==> src/sv/bcv_pkg.sv <==
// bcv_pkg: discharge curves and widths for battery_charge_from_voltage
// holds the breakpoint constants, per-segment reciprocals and curve lookup functions
// no dependencies
package bcv_pkg;

   localparam int TABLE_POINTS       = 12;
   localparam int DEF_CURVE_POINTS   = 12;
   localparam int MV_W               = 12;
   localparam int PCT_W              = 7;
   localparam int PT_W               = $clog2(TABLE_POINTS);
   localparam int PROD_W             = MV_W + PCT_W;
   localparam int RECIP_SHIFT        = 20;
   localparam int RECIP_W            = 18;
   localparam int SCALED_W           = PROD_W + RECIP_W;

   typedef logic [MV_W-1:0]    mv_type;
   typedef logic [PCT_W-1:0]   pct_type;
   typedef logic [PT_W-1:0]    pt_type;
   typedef logic [RECIP_W-1:0] recip_type;

   localparam mv_type NIMH_MV [TABLE_POINTS] = '{
      12'd1000, 12'd1130, 12'd1200, 12'd1242, 12'd1258, 12'd1268,
      12'd1275, 12'd1282, 12'd1290, 12'd1305, 12'd1340, 12'd1450};
   localparam pct_type NIMH_PCT [TABLE_POINTS] = '{
      7'd0, 7'd5, 7'd10, 7'd20, 7'd30, 7'd40,
      7'd50, 7'd60, 7'd70, 7'd80, 7'd90, 7'd100};
   localparam mv_type ALK_MV [TABLE_POINTS] = '{
      12'd800, 12'd900, 12'd1000, 12'd1100, 12'd1200, 12'd1250,
      12'd1300, 12'd1350, 12'd1400, 12'd1450, 12'd1500, 12'd1520};
   localparam pct_type ALK_PCT [TABLE_POINTS] = '{
      7'd0, 7'd5, 7'd12, 7'd25, 7'd45, 7'd58,
      7'd70, 7'd80, 7'd88, 7'd94, 7'd98, 7'd100};

   // floor(2**RECIP_SHIFT / segment mV step), one per segment
   localparam recip_type NIMH_RECIP [TABLE_POINTS-1] = '{
      18'd8065, 18'd14979, 18'd24966, 18'd65536, 18'd104857, 18'd149796,
      18'd149796, 18'd131072, 18'd69905, 18'd29959, 18'd9532};
   localparam recip_type ALK_RECIP [TABLE_POINTS-1] = '{
      18'd10485, 18'd10485, 18'd10485, 18'd10485, 18'd20971, 18'd20971,
      18'd20971, 18'd20971, 18'd20971, 18'd20971, 18'd52428};

   function automatic mv_type curve_mv(input logic kind, input pt_type idx);
      mv_type r;
      r = '0;
      if (idx < PT_W'(TABLE_POINTS)) begin
         r = kind ? ALK_MV[idx] : NIMH_MV[idx];
      end
      return r;
   endfunction

   function automatic pct_type curve_pct(input logic kind, input pt_type idx);
      pct_type r;
      r = '0;
      if (idx < PT_W'(TABLE_POINTS)) begin
         r = kind ? ALK_PCT[idx] : NIMH_PCT[idx];
      end
      return r;
   endfunction

   function automatic recip_type seg_recip(input logic kind, input pt_type seg);
      recip_type r;
      r = '0;
      if (seg < PT_W'(TABLE_POINTS - 1)) begin
         r = kind ? ALK_RECIP[seg] : NIMH_RECIP[seg];
      end
      return r;
   endfunction

   // mV step of a segment; every segment in the curves rises
   function automatic mv_type seg_dmv(input logic kind, input pt_type seg);
      return curve_mv(kind, seg + PT_W'(1)) - curve_mv(kind, seg);
   endfunction

   // percent step of a segment, zero where the curve would fall
   function automatic pct_type seg_dp(input logic kind, input pt_type seg);
      pct_type lo_p;
      pct_type hi_p;
      lo_p = curve_pct(kind, seg);
      hi_p = curve_pct(kind, seg + PT_W'(1));
      return (hi_p >= lo_p) ? (hi_p - lo_p) : '0;
   endfunction

endpackage

==> src/sv/battery_charge_from_voltage.sv <==
// battery_charge_from_voltage: cell millivolts to state-of-charge percent
// six-stage pipeline: segment search, offset, multiply, reciprocal divide, correction
// depends on bcv_pkg
//
// One item a clock: start may be high in every cycle and busy never rises. The
// charge estimate leaves on rsp_charge_percent with rsp_valid high for one cycle;
// the receiver cannot stall, so the pipeline never holds. The depth is set by the
// reciprocal divide, which takes a multiply, a back-multiply and a correction
// step on a register each. The curve register csr_battery_kind is always
// writable and should change only while no item is in flight.
module battery_charge_from_voltage #(
   parameter int CURVE_POINTS = bcv_pkg::DEF_CURVE_POINTS
) (
   input  logic                       clock,
   input  logic                       reset,
   input  logic                       start,
   output logic                       busy,
   input  logic [bcv_pkg::MV_W-1:0]   req_cell_millivolts,
   output logic                       rsp_valid,
   output logic [bcv_pkg::PCT_W-1:0]  rsp_charge_percent,
   input  logic                       csr_valid,
   output logic                       csr_ready,
   input  logic                       csr_battery_kind
);
   import bcv_pkg::*;

   localparam int POINTS_USED = (CURVE_POINTS > TABLE_POINTS) ? TABLE_POINTS :
                                (CURVE_POINTS < 1) ? 1 : CURVE_POINTS;
   localparam int DEF_SEG     = (POINTS_USED > 1) ? POINTS_USED - 2 : 0;

   logic kind_ff;

   // stage 1: segment search
   logic    s1_valid_ff;
   logic    s1_kind_ff;
   mv_type  s1_sample_ff;
   pt_type  s1_seg_ff;
   logic    s1_below_ff;
   logic    s1_above_ff;
   pt_type  seg_in;
   logic    below_in;
   logic    above_in;

   // stage 2: offset into segment, base percent
   logic    s2_valid_ff;
   logic    s2_kind_ff;
   pt_type  s2_seg_ff;
   mv_type  s2_diff_ff;
   pct_type s2_dp_ff;
   pct_type s2_base_ff;
   pct_type base_in;
   pct_type dp_in;

   // stage 3: product
   logic                s3_valid_ff;
   logic                s3_kind_ff;
   pt_type              s3_seg_ff;
   logic [PROD_W-1:0]   s3_prod_ff;
   pct_type             s3_base_ff;

   // stage 4: quotient estimate, low by at most one
   logic                s4_valid_ff;
   logic                s4_kind_ff;
   pt_type              s4_seg_ff;
   logic [PROD_W-1:0]   s4_prod_ff;
   pct_type             s4_base_ff;
   pct_type             s4_q_ff;
   logic [SCALED_W-1:0] scaled_in;

   // stage 5: back-multiply
   logic                s5_valid_ff;
   logic [PROD_W-1:0]   s5_prod_ff;
   logic [PROD_W-1:0]   s5_qd_ff;
   mv_type              s5_dmv_ff;
   pct_type             s5_base_ff;
   pct_type             s5_q_ff;
   pct_type             q_fix_in;

   logic                rsp_valid_ff;
   pct_type             rsp_pct_ff;

   assign busy      = 1'b0;
   assign csr_ready = 1'b1;

   always_ff @(posedge clock) begin
      if (reset) begin
         kind_ff <= 1'b0;
      end else if (csr_valid && csr_ready) begin
         kind_ff <= csr_battery_kind;
      end
   end

   // first breakpoint at or above the sample picks the segment
   always_comb begin
      below_in = (req_cell_millivolts <= curve_mv(kind_ff, '0));
      above_in = 1'b1;
      seg_in   = PT_W'(DEF_SEG);
      for (int i = POINTS_USED - 1; i >= 1; i--) begin
         if (req_cell_millivolts <= curve_mv(kind_ff, PT_W'(i))) begin
            above_in = 1'b0;
            seg_in   = PT_W'(i - 1);
         end
      end
   end

   // clamped items get a zero step so the divide yields nothing
   always_comb begin
      base_in = curve_pct(s1_kind_ff, s1_seg_ff);
      dp_in   = seg_dp(s1_kind_ff, s1_seg_ff);
      if (s1_below_ff) begin
         base_in = curve_pct(s1_kind_ff, '0);
         dp_in   = '0;
      end else if (s1_above_ff) begin
         base_in = curve_pct(s1_kind_ff, PT_W'(POINTS_USED - 1));
         dp_in   = '0;
      end
   end

   assign scaled_in = SCALED_W'(s3_prod_ff) * SCALED_W'(seg_recip(s3_kind_ff, s3_seg_ff));

   assign q_fix_in = (s5_prod_ff >= s5_qd_ff + PROD_W'(s5_dmv_ff)) ?
                     s5_q_ff + PCT_W'(1) : s5_q_ff;

   always_ff @(posedge clock) begin
      if (reset) begin
         s1_valid_ff  <= 1'b0;
         s2_valid_ff  <= 1'b0;
         s3_valid_ff  <= 1'b0;
         s4_valid_ff  <= 1'b0;
         s5_valid_ff  <= 1'b0;
         rsp_valid_ff <= 1'b0;
      end else begin
         s1_valid_ff  <= start && !busy;
         s2_valid_ff  <= s1_valid_ff;
         s3_valid_ff  <= s2_valid_ff;
         s4_valid_ff  <= s3_valid_ff;
         s5_valid_ff  <= s4_valid_ff;
         rsp_valid_ff <= s5_valid_ff;
      end
   end

   always_ff @(posedge clock) begin
      s1_kind_ff   <= kind_ff;
      s1_sample_ff <= req_cell_millivolts;
      s1_seg_ff    <= seg_in;
      s1_below_ff  <= below_in;
      s1_above_ff  <= above_in;

      s2_kind_ff   <= s1_kind_ff;
      s2_seg_ff    <= s1_seg_ff;
      s2_diff_ff   <= s1_sample_ff - curve_mv(s1_kind_ff, s1_seg_ff);
      s2_dp_ff     <= dp_in;
      s2_base_ff   <= base_in;

      s3_kind_ff   <= s2_kind_ff;
      s3_seg_ff    <= s2_seg_ff;
      s3_prod_ff   <= PROD_W'(s2_diff_ff) * PROD_W'(s2_dp_ff);
      s3_base_ff   <= s2_base_ff;

      s4_kind_ff   <= s3_kind_ff;
      s4_seg_ff    <= s3_seg_ff;
      s4_prod_ff   <= s3_prod_ff;
      s4_base_ff   <= s3_base_ff;
      s4_q_ff      <= scaled_in[RECIP_SHIFT +: PCT_W];

      s5_prod_ff   <= s4_prod_ff;
      s5_qd_ff     <= PROD_W'(s4_q_ff) * PROD_W'(seg_dmv(s4_kind_ff, s4_seg_ff));
      s5_dmv_ff    <= seg_dmv(s4_kind_ff, s4_seg_ff);
      s5_base_ff   <= s4_base_ff;
      s5_q_ff      <= s4_q_ff;

      rsp_pct_ff   <= s5_base_ff + q_fix_in;
   end

   assign rsp_valid          = rsp_valid_ff;
   assign rsp_charge_percent = rsp_pct_ff;

endmodule

==> config.mk <==
export PLATFORM = sky130hd
export DESIGN_NAME = battery_charge_from_voltage
export DESIGN_NICKNAME = d
export VERILOG_FILES = /design/src/sv/bcv_pkg.sv /design/src/sv/battery_charge_from_voltage.sv
export SDC_FILE = /design/constraint.sdc
export NUM_CORES = 1
export LEC_CHECK = 0
export ABC_AREA = 1
export BUFFER_PORTS_ARGS = -buffer_cell sky130_fd_sc_hd__buf_2
export CORE_AREA = 3 3 275 169
export CTS_BUF_LIST = sky130_fd_sc_hd__clkbuf_4 sky130_fd_sc_hd__clkbuf_8
export CTS_CLUSTER_DIAMETER = 120
export DETAILED_ROUTE_END_ITERATION = 16
export DIE_AREA = 0 0 278 172
export GPL_TIMING_DRIVEN = 0
export MAX_ROUTING_LAYER = met4
export PLACE_DENSITY_LB_ADDON = 0.12
export SLEW_MARGIN = 25
export SYNTH_ARGS = -nofsm -noshare
export SYNTH_HDL_FRONTEND = slang
export SYNTH_SLANG_ARGS = --single-unit
==> constraint.sdc <==
create_clock -name clock -period 8.65 [get_ports clock]
set_input_delay 1.73 -clock clock [delete_from_list [all_inputs] [get_ports clock]]
set_output_delay 1.73 -clock clock [all_outputs]
set_load 0.05 [all_outputs]
# == After elaboration in Yosys (flattened, before gate mapping) ==
# Memory sizes are Yosys's and may differ from the RTL's.
# Cells that the tools add are included.
# op_classes
n_mul,3
order_cmp,24
n_reduce_logical,6
muxes,60
n_bitwise,6
addsub,8
# op_table
cell,n
12-bit 2-to-1 mux,18
12-bit by 11-bit <= comparator with 1-bit output,11
7-bit 2-to-1 mux,18
18-bit 2-to-1 mux,6
8-bit 2-to-1 mux,4
19-bit by 18-bit multiplier with 27-bit output,1
5-bit >= comparator (second input constant),5
4-bit inverter with 5-bit output,5
12-bit subtractor,2
11-bit 2-to-1 mux,2
4-bit less-than comparator (second input constant),5
19-bit by 12-bit adder with 19-bit output,1
19-bit >= comparator,1
12-bit by 7-bit multiplier with 19-bit output,1
7-bit by 12-bit multiplier with 19-bit output,1
12-bit by 10-bit <= comparator with 1-bit output,1
3-bit 2-to-1 mux,4
10-bit OR reduction,1
9-bit 2-to-1 mux,1
4-bit by 1-bit adder with 4-bit output (second input constant),2
2-bit 2-to-1 mux,4
8-bit OR reduction,1
7-bit by 1-bit adder with 7-bit output (second input constant),1
7-bit adder,1
other kinds (8),10
# totals
elab_cells,155
output_inout_bits,10
rom_bits,2176
reg_bits,197
mem_count,12
inputBits,17
# memory_table
memory,words,word_bits,rd,rd_clocked_by_memory_dff,write_ports,line_no,text
(name not given),16,18,1,0,0,bcv_pkg.sv:64,r = kind ? ALK_RECIP[seg] : NIMH_RECIP[seg];
(name not given),16,18,1,0,0,bcv_pkg.sv:64,
(name not given),16,12,1,0,0,bcv_pkg.sv:46,r = kind ? ALK_MV[idx] : NIMH_MV[idx];
(name not given),16,12,1,0,0,bcv_pkg.sv:46,
(name not given),16,12,1,0,0,bcv_pkg.sv:46,
(name not given),16,12,1,0,0,bcv_pkg.sv:46,
+6 memories,-,-,-,-,-,-,

# == Depth between registers and ports, before layout ==
# Gate-level depths: netlist (run 1).
# depth
word_depth,11
depth_mapped,37
depth_no_buf,36

# == Least setup slack after synthesis (run 1) ==
# OpenSTA, ideal clock, no wires.
# synth_path
path_kind,flip-flop to flip-flop
from,reg s4_seg_ff[0]
to,reg s5_qd_ff[14]
n_path_buf,1
required_time_ns,8.578
path_slack_ns,1.937
path_stages_with_launch,35
synth_period_minus_slack_ns,6.713
setup_ns,0.072
t_arrival_ns,6.641
cell_sequence,dfxtp_1 > ha_1 > inv_1 > ha_1 > clkbuf_1 > o21ai_0 > nand3_1 > ha_1 > fa_1 > inv_1 > nand3_1 > nand2_1 > a21oi_1 > o21ai_1 > nand2_1 > nand2_1 > a21oi_1 > or2_2 > nand2_1 > nor2_1 > fa_1 > fa_1 > fa_1 > inv_1 > fa_1 > inv_1 > ha_1 > nand2_1 > nor2_1 > nand2_1 > o211ai_1 > a21boi_0 > o21bai_1 > a21oi_1 > xnor2_1
# synth_via
elab_chain_len,9
elab_cells_between_ends,23
cone_classes,2 x add/sub; 1 x mul; 2 x order compare; 12 x mux; 2 x bitwise; 4 x memory
# synth_lines
element,line_no,text
start: declaration,battery_charge_from_voltage.sv:64,pt_type s4_seg_ff;
start signal: assignment,battery_charge_from_voltage.sv:161,s4_seg_ff <= s3_seg_ff;
4-bit by 1-bit adder with 4-bit output,bcv_pkg.sv:71,"return curve_mv(kind, seg + PT_W'(1)) - curve_mv(kind, seg);"
4-bit inverter with 5-bit output (implied by the code),bcv_pkg.sv:46,
memory read 16 x 12 bit,-,
12-bit 2-to-1 mux (3 in a row),-,
12-bit 2-to-1 mux,bcv_pkg.sv:45,if (idx < PT_W'(TABLE_POINTS)) begin
12-bit subtractor (*),-,
7-bit by 12-bit multiplier with 19-bit output (*),battery_charge_from_voltage.sv:167,"s5_qd_ff <= PROD_W'(s4_q_ff) * PROD_W'(seg_dmv(s4_kind_ff, s4_seg_ff));"
end signal: assignment,battery_charge_from_voltage.sv:167,
end: declaration,battery_charge_from_voltage.sv:73,logic [PROD_W-1:0] s5_qd_ff;
# Mark *: on every way between the ends. The rest lies on a longest branch, timed or not. The select of a mux whose other input is x is not followed.
# A chain may end at the register's enable or synchronous reset.

# == Worst setup path after layout (run 1) ==
# layout_path
from,reg s4_seg_ff[1]
to,reg s5_qd_ff[15]
# The elaborated chain is that of the path after synthesis.

==> summary.md, run 1 <==
| Metric | Value |
|---|---|
| Post-Synth Adder-Cell Area | `41.0%` |
| Share of layout cells above drive strength 1 | `3.63%` |
| Post-DP HPWL | `59,400 um` |
| Final Util | `57.5%` |
| Max-cap violation count | `0` |
| Worst Hold End | `s4_base_ff[4]` |
| CP startpoint kind | `flip-flop` |
| Mux share of post-synthesis cell area | `0%` |
| RSZ-0062 raised after global routing | `no` |
| Worst slew pin tran | `0.953 ns` |
| Wire length per cell | `18.9 um` |
| Hold Crit Class | `flip-flop to flip-flop` |
| Status | `finished, final reports clean` |
| Vias in the first global route | `20,059` |
| GP Congestion | `0.972` |
| First-pass GRT wire length | `112,000 um` |
| Worst-path maximum fanout | `9` |
| Final period utilization | `94.1%` |
| Area grow syn2layout | `5.35%` |
| Ys async rst share | `0%` |
| Worst skew pair latency | `0.50 ns` |
| Worst reg-to-reg path cell count | `36` |
| Ranking of synthesized cells by area | `fa_1 27%, dfxtp_1 16%, ha_1 14%` |
| Reg clk slew, reported paths | `0.11 ns` |
| Vias | `20,623` |
| CP Capture Type | `flip-flop` |
| Die Height | `172 um` |
| Rows | `60` |
| Post-Syn Instances | `3,114` |
| Total track usage | `31.3%` |
| Initial core utilization | `54.6%` |
| Post-synth net total | `3,726` |
| Worst EP required | `9.07 ns` |
| Synth Register Bits | `197` |
| Setup TNS | `0 ns` |
| Final Skew | `0.0284 ns` |
| WP data arrival | `8.56 ns` |
| Via-to-Cell Ratio | `5.49` |
| Hold Fails Final Rpt | `0` |
| Synthesized area | `24,200 sq um` |
| First-pass iteration count of the detailed router | `6` |
| Prevailing post-synth register cell | `dfxtp_1` |
| Synth cell types | `57` |
| Setup bufs post-CTS | `0` |
| Final min period | `8.14 ns` |
| CP Class | `flip-flop to flip-flop` |
| Max Clock Freq | `0.123 GHz` |
| CTS tree | `done` |
| Reg2Reg Setup Slack | `0.51 ns` |
| Yosys Warn Count | `0` |
| Slowest stage cell on the critical path | `fa_1` |
| Die area | `47,800 sq um` |
| Total wire length | `70,900 um` |
| Critical R2R Launch | `s4_seg_ff[1]` |
| Largest net degree at the start of global routing | `22` |
| Post-synth top area cell | `fa_1` |
| Core Footprint | `44,300 sq um` |
| EDFF count, synth | `0` |
| Worst Hold Launch | `s3_base_ff[4]` |
| Setup violators final | `0` |
| CTS H-tree depth | `4` |
| DRT iter0 DRCs | `2,062` |
| Port-buffer cells | `24` |
| Root buffer cell | `clkbuf_8` |
| Max incr delay on CP | `0.56 ns` |
| Post-synthesis xor/xnor area fraction | `3.37%` |
| Synth Area in Compound Gates | `8.66%` |
| Congestion Overflow GR | `0` |
| Longest Clk Path Bufs | `2` |
| Max Transition Viols Final | `0` |
| Detail Route Antenna Nets | `0` |
| Number of remaining DRC errors | `0` |
| # diodes | `0` |
| Nets | `3,769` |
| Die X | `278 um` |
| TritonCTS Buffers | `17` |
| Post-Syn Area per Cell | `7.76 sq um` |
| Yosys top cell area share | `27.3%` |
| Cell mode on critical path | `inv_1` |
| Worst reg2reg endpoint | `s5_qd_ff[15]` |
| Largest family of logic cells by synthesized area | `adder cells` |
| Max-slew headroom | `35.8%` |
| Hold path depth | `0` |
| Initial antenna violation count | `2` |
| CTS Sinks | `197` |
| Ports | `27` |
| Synth Area in Simple Gates | `19.0%` |
| Sequential area share after synthesis | `16.3%` |
metrics by stage:
step / instance area [sq um] / setup slack [ns] / hold slack [ns] / instances
floorplan: 24200 / 1.94 / 0.310 / 3114
CTS: 25500 / 0.300 / 0.334 / 3759
detailed placement: 25000 / 0.331 / 0.312 / 3727
global route: 25500 / 0.00537 / 0.345 / 3759
finish: 25500 / 0.513 / 0.338 / 3759
global placement: 25000 / 0.338 / 0.312 / 3727
placed cells by master (no fill, tap or decap), types with 4 or more instances in the layout:
cell | netlist | layout
nor4_1 | 7 | 7
o21bai_1 | 8 | 8
xnor2_1 | 29 | 29
nand2_1 | 603 | 603
inv_2 | 11 | 11
nor3_1 | 28 | 28
a21o_1 | 6 | 6
fa_1 | 330 | 330
o21ai_1 | 10 | 10
dfxtp_1 | 197 | 196
nor2_2 | 5 | 6
ha_1 | 265 | 264
nor2_1 | 325 | 324
a31oi_1 | 11 | 10
o21ai_0 | 111 | 111
nand3_1 | 99 | 99
clkinv_8 | 0 | 4
o211ai_1 | 23 | 23
nand2_2 | 8 | 8
xor2_1 | 64 | 63
or2_2 | 5 | 5
nand4_1 | 26 | 26
clkbuf_1 | 51 | 51
a211oi_1 | 5 | 5
inv_1 | 651 | 651
clkinv_1 | 8 | 8
clkbuf_8 | 0 | 17
o221ai_1 | 4 | 4
nand2_4 | 4 | 4
a21oi_1 | 156 | 156
buf_2 | 7 | 31
o31ai_1 | 6 | 6
o2111ai_1 | 4 | 4
layout make-up:
cell class	count	area (sq um)
plain buffers	64	268
clock buffers	18	241
clock inverters	14	174
fillers	4208	18800
inverters	673	2530
multi-input cells	2180	17500
flip-flops and latches	197	3950
well taps	589	737
repair buffers	24	120
how the worst max path moves through the flow:
stage | start | to | slack [ns] | cells after the start
after floorplan | s4_seg_ff[0] | s5_qd_ff[14] | 1.94 | 34
after global placement | s4_seg_ff[0] | s5_qd_ff[15] | 0.34 | 34
after detailed placement | s4_seg_ff[0] | s5_qd_ff[15] | 0.33 | 34
after CTS | s4_seg_ff[0] | s5_qd_ff[15] | 0.30 | 34
after global routing | s4_seg_ff[1] | s5_qd_ff[15] | 0.005 | 36
final | s4_seg_ff[1] | s5_qd_ff[15] | 0.51 | 36
per-layer routing:
metal / vias to the layer above / part of all wire, % / track usage [%]
li1: 9649 / - / -
met1: 10077 / 48 / 46.4
met2: 843 / 39 / 43.0
met3: 54 / 11 / 8.49
met4: 0 / 1.3 / 5.32
met5: - / 0 / -
state kept, by name, indices dropped and copies added (netlist names), 4 cells and up:
register / count
rsp_charge_percent: 7
s1_sample_ff: 12
s1_seg_ff: 4
s2_base_ff: 7
s2_diff_ff: 12
s2_dp_ff: 7
s2_seg_ff: 4
s3_base_ff: 7
s3_prod_ff: 19
s3_seg_ff: 4
s4_base_ff: 7
s4_prod_ff: 19
s4_q_ff: 7
s4_seg_ff: 4
s5_base_ff: 7
s5_dmv_ff: 12
s5_prod_ff: 19
s5_q_ff: 7
s5_qd_ff: 19
cells in the mapped netlist (23+ instances only):
cell / n
a21oi_1: 156
clkbuf_1: 51
dfxtp_1: 197
fa_1: 330
ha_1: 265
inv_1: 651
nand2_1: 603
nand3_1: 99
nand4_1: 26
nor2_1: 325
nor3_1: 28
o211ai_1: 23
o21ai_0: 111
xnor2_1: 29
xor2_1: 64
cell families after synthesis:
| kind of cell | Yosys count |
|---|---|
| compound gates | 369 |
| other cells | 2 |
| flops | 197 |
| buf+inv | 737 |
| simple gates | 1121 |
| xor+xnor | 93 |
| fa+ha+maj | 595 |
timing repair:
| item | 4_1_cts | 5_1_grt |
|---|---|---|
| setup endpoints to repair | 0 | 8 |
| hold buffers | 0 | 0 |
| resized for setup | 0 | 5 |
worst max-delay path: cells and delay by family, from the launching register on:
family | cells | cell delay, ns
XOR/XNOR | 2 | 0.36
AO/OA/AOI/OAI | 8 | 1.57
adder cells (fa/ha/maj) | 8 | 3.30
buffers and inverters | 10 | 1.29
AND/OR/NAND/NOR | 8 | 1.01
flip-flops | 1 | 0.51
Power of run 1 is not shown: default switching activity piles up to over one toggle a cycle in this logic, so the estimate is an artifact.
==> run 2: changes to the inputs <==
--- a/config.mk
+++ b/config.mk
@@ -14,7 +14,7 @@
 export DIE_AREA = 0 0 278 172
 export GPL_TIMING_DRIVEN = 0
 export MAX_ROUTING_LAYER = met4
-export PLACE_DENSITY_LB_ADDON = 0.12
+export PLACE_DENSITY = 0.8
 export SLEW_MARGIN = 25
 export SYNTH_ARGS = -nofsm -noshare
 export SYNTH_HDL_FRONTEND = slang
==> summary.md, run 2 (synthesis gave the netlist of run 1 again) <==
| Metric | Value |
|---|---|
| Initial core utilization | `54.6%` |
| Status | `finished, final reports clean` |
| Nets | `3,769` |
| # diodes | `0` |
| TritonCTS Buffers | `17` |
| Final WS setup | `0.521 ns` |
| Setup TNS | `0 ns` |
| Share of layout cells above drive strength 1 | `3.53%` |
| Vias | `20,703` |
| Setup bufs post-CTS | `0` |
| Slowest stage cell on the critical path | `fa_1` |
| Core Footprint | `44,300 sq um` |
| CTS H-tree depth | `4` |
| Worst slew pin tran | `1.07 ns` |
| Die area | `47,800 sq um` |
| Final min period | `8.13 ns` |
| Worst-path maximum fanout | `11` |
| Resized cells post-CTS | `0` |
| Max-cap violation count | `0` |
| Worst EP required | `9.09 ns` |
| Hold Crit Class | `flip-flop to flip-flop` |
| Cts hold-fix bufs | `0` |
| WP data arrival | `8.57 ns` |
| Max-slew headroom | `28.1%` |
| Final period utilization | `94.0%` |
| Via-to-Cell Ratio | `5.51` |
| Multi-input combinational cell area | `17,400 sq um` |
| Hold Fails Final Rpt | `0` |
| Vias in the first global route | `19,724` |
| RSZ-0062 raised after global routing | `no` |
| Port-buffer cells | `24` |
| Max Transition Viols Final | `0` |
| Worst skew pair latency | `0.51 ns` |
| Die X | `278 um` |
| First-pass iteration count of the detailed router | `6` |
| Ports | `27` |
| Congestion Overflow GR | `0` |
| Number of remaining DRC errors | `0` |
| Rows | `60` |
| Die Height | `172 um` |
| Reg clk slew, reported paths | `0.12 ns` |
| First-pass GRT wire length | `107,000 um` |
| Cell mode on critical path | `inv_1` |
| Max Clock Freq | `0.123 GHz` |
| Total wire length | `67,200 um` |
| Setup violators final | `0` |
| DRT iter0 DRCs | `2,638` |
| FF+latch area | `3950 sq um` |
| Post-DP HPWL | `55,900 um` |
| Largest net degree at the start of global routing | `22` |
| Most frequent cells in the layout | `651 x inv_1, 603 x nand2_1, 330 x fa_1` |
| CP startpoint kind | `flip-flop` |
| Fill cells | `4,074` |
| CP Capture Type | `flip-flop` |
| Root buffer cell | `clkbuf_8` |
| Area grow syn2layout | `5.40%` |
| Detail Route Antenna Nets | `0` |
| Final Skew | `0.0171 ns` |
| Most common cell after layout, fill and taps aside | `inv_1` |
| Initial antenna violation count | `0` |
| CTS Sinks | `197` |
| Post-place setup slack | `0.302 ns` |
| CTS tree | `done` |
| Total track usage | `29.5%` |
| Longest Clk Path Bufs | `2` |
| CP Class | `flip-flop to flip-flop` |
| Max incr delay on CP | `0.51 ns` |
| GP Congestion | `1.02` |
| Wire length per cell | `17.9 um` |
## run 2: cell type report
class	instances	share of cell area (%)
buffer	64	1.05
clock inverter	15	0.795
clock buffer	17	0.918
inverter	673	9.94
timing repair buffer	24	0.471
multi-input combinational	2180	68.5
tap	589	2.89
sequential	197	15.5
## run 2: per-layer routing
metal | part of all wire [%] | vias up | track usage (%) | wire [um]
met3 | 15 | 111 | 11.0 | 9810
li1 | - | 9652 | - | -
met4 | 2.0 | 0 | 5.80 | 1320
met1 | 47 | 9845 | 44.6 | 31600
met2 | 36 | 1095 | 36.7 | 24500
met5 | 0 | - | - | 0
## run 2: critical path: cells and delay by family (launching register included)
family | cells | cell delay [ns]
buffers and inverters | 8 | 1.19
AOI/OAI and AO/OA | 8 | 1.44
DFF | 1 | 0.50
and+or+nand+nor | 8 | 1.27
xor gates and xnor gates | 2 | 0.48
adders and majority gates | 8 | 3.19
## run 2: final timing paths
kind	start	slack, ns	depth (start not counted)	end
hold / removal	s4_prod_ff[4]	0.33	0	s5_prod_ff[4]
hold reg to reg	s4_prod_ff[4]	0.33	0	s5_prod_ff[4]
setup reg to reg	s4_seg_ff[0]	0.52	34	s5_qd_ff[15]
setup / recovery	s4_seg_ff[0]	0.52	34	s5_qd_ff[15]
## run 2: per-stage QoR
step | hold WS (ns) | instance area, sq um | cells | utilization [%]
5_1_grt | 0.343 | 25500 | 3759 | 57.5
3_5_place_dp | 0.312 | 25000 | 3727 | 56.5
2_1_floorplan | 0.310 | 24200 | 3114 | -
3_3_place_gp | 0.310 | 25000 | 3727 | 56.5
4_1_cts | 0.327 | 25500 | 3759 | 57.5
6_report | 0.325 | 25500 | 3759 | 57.5
Power of run 2 is left out for the same reason.
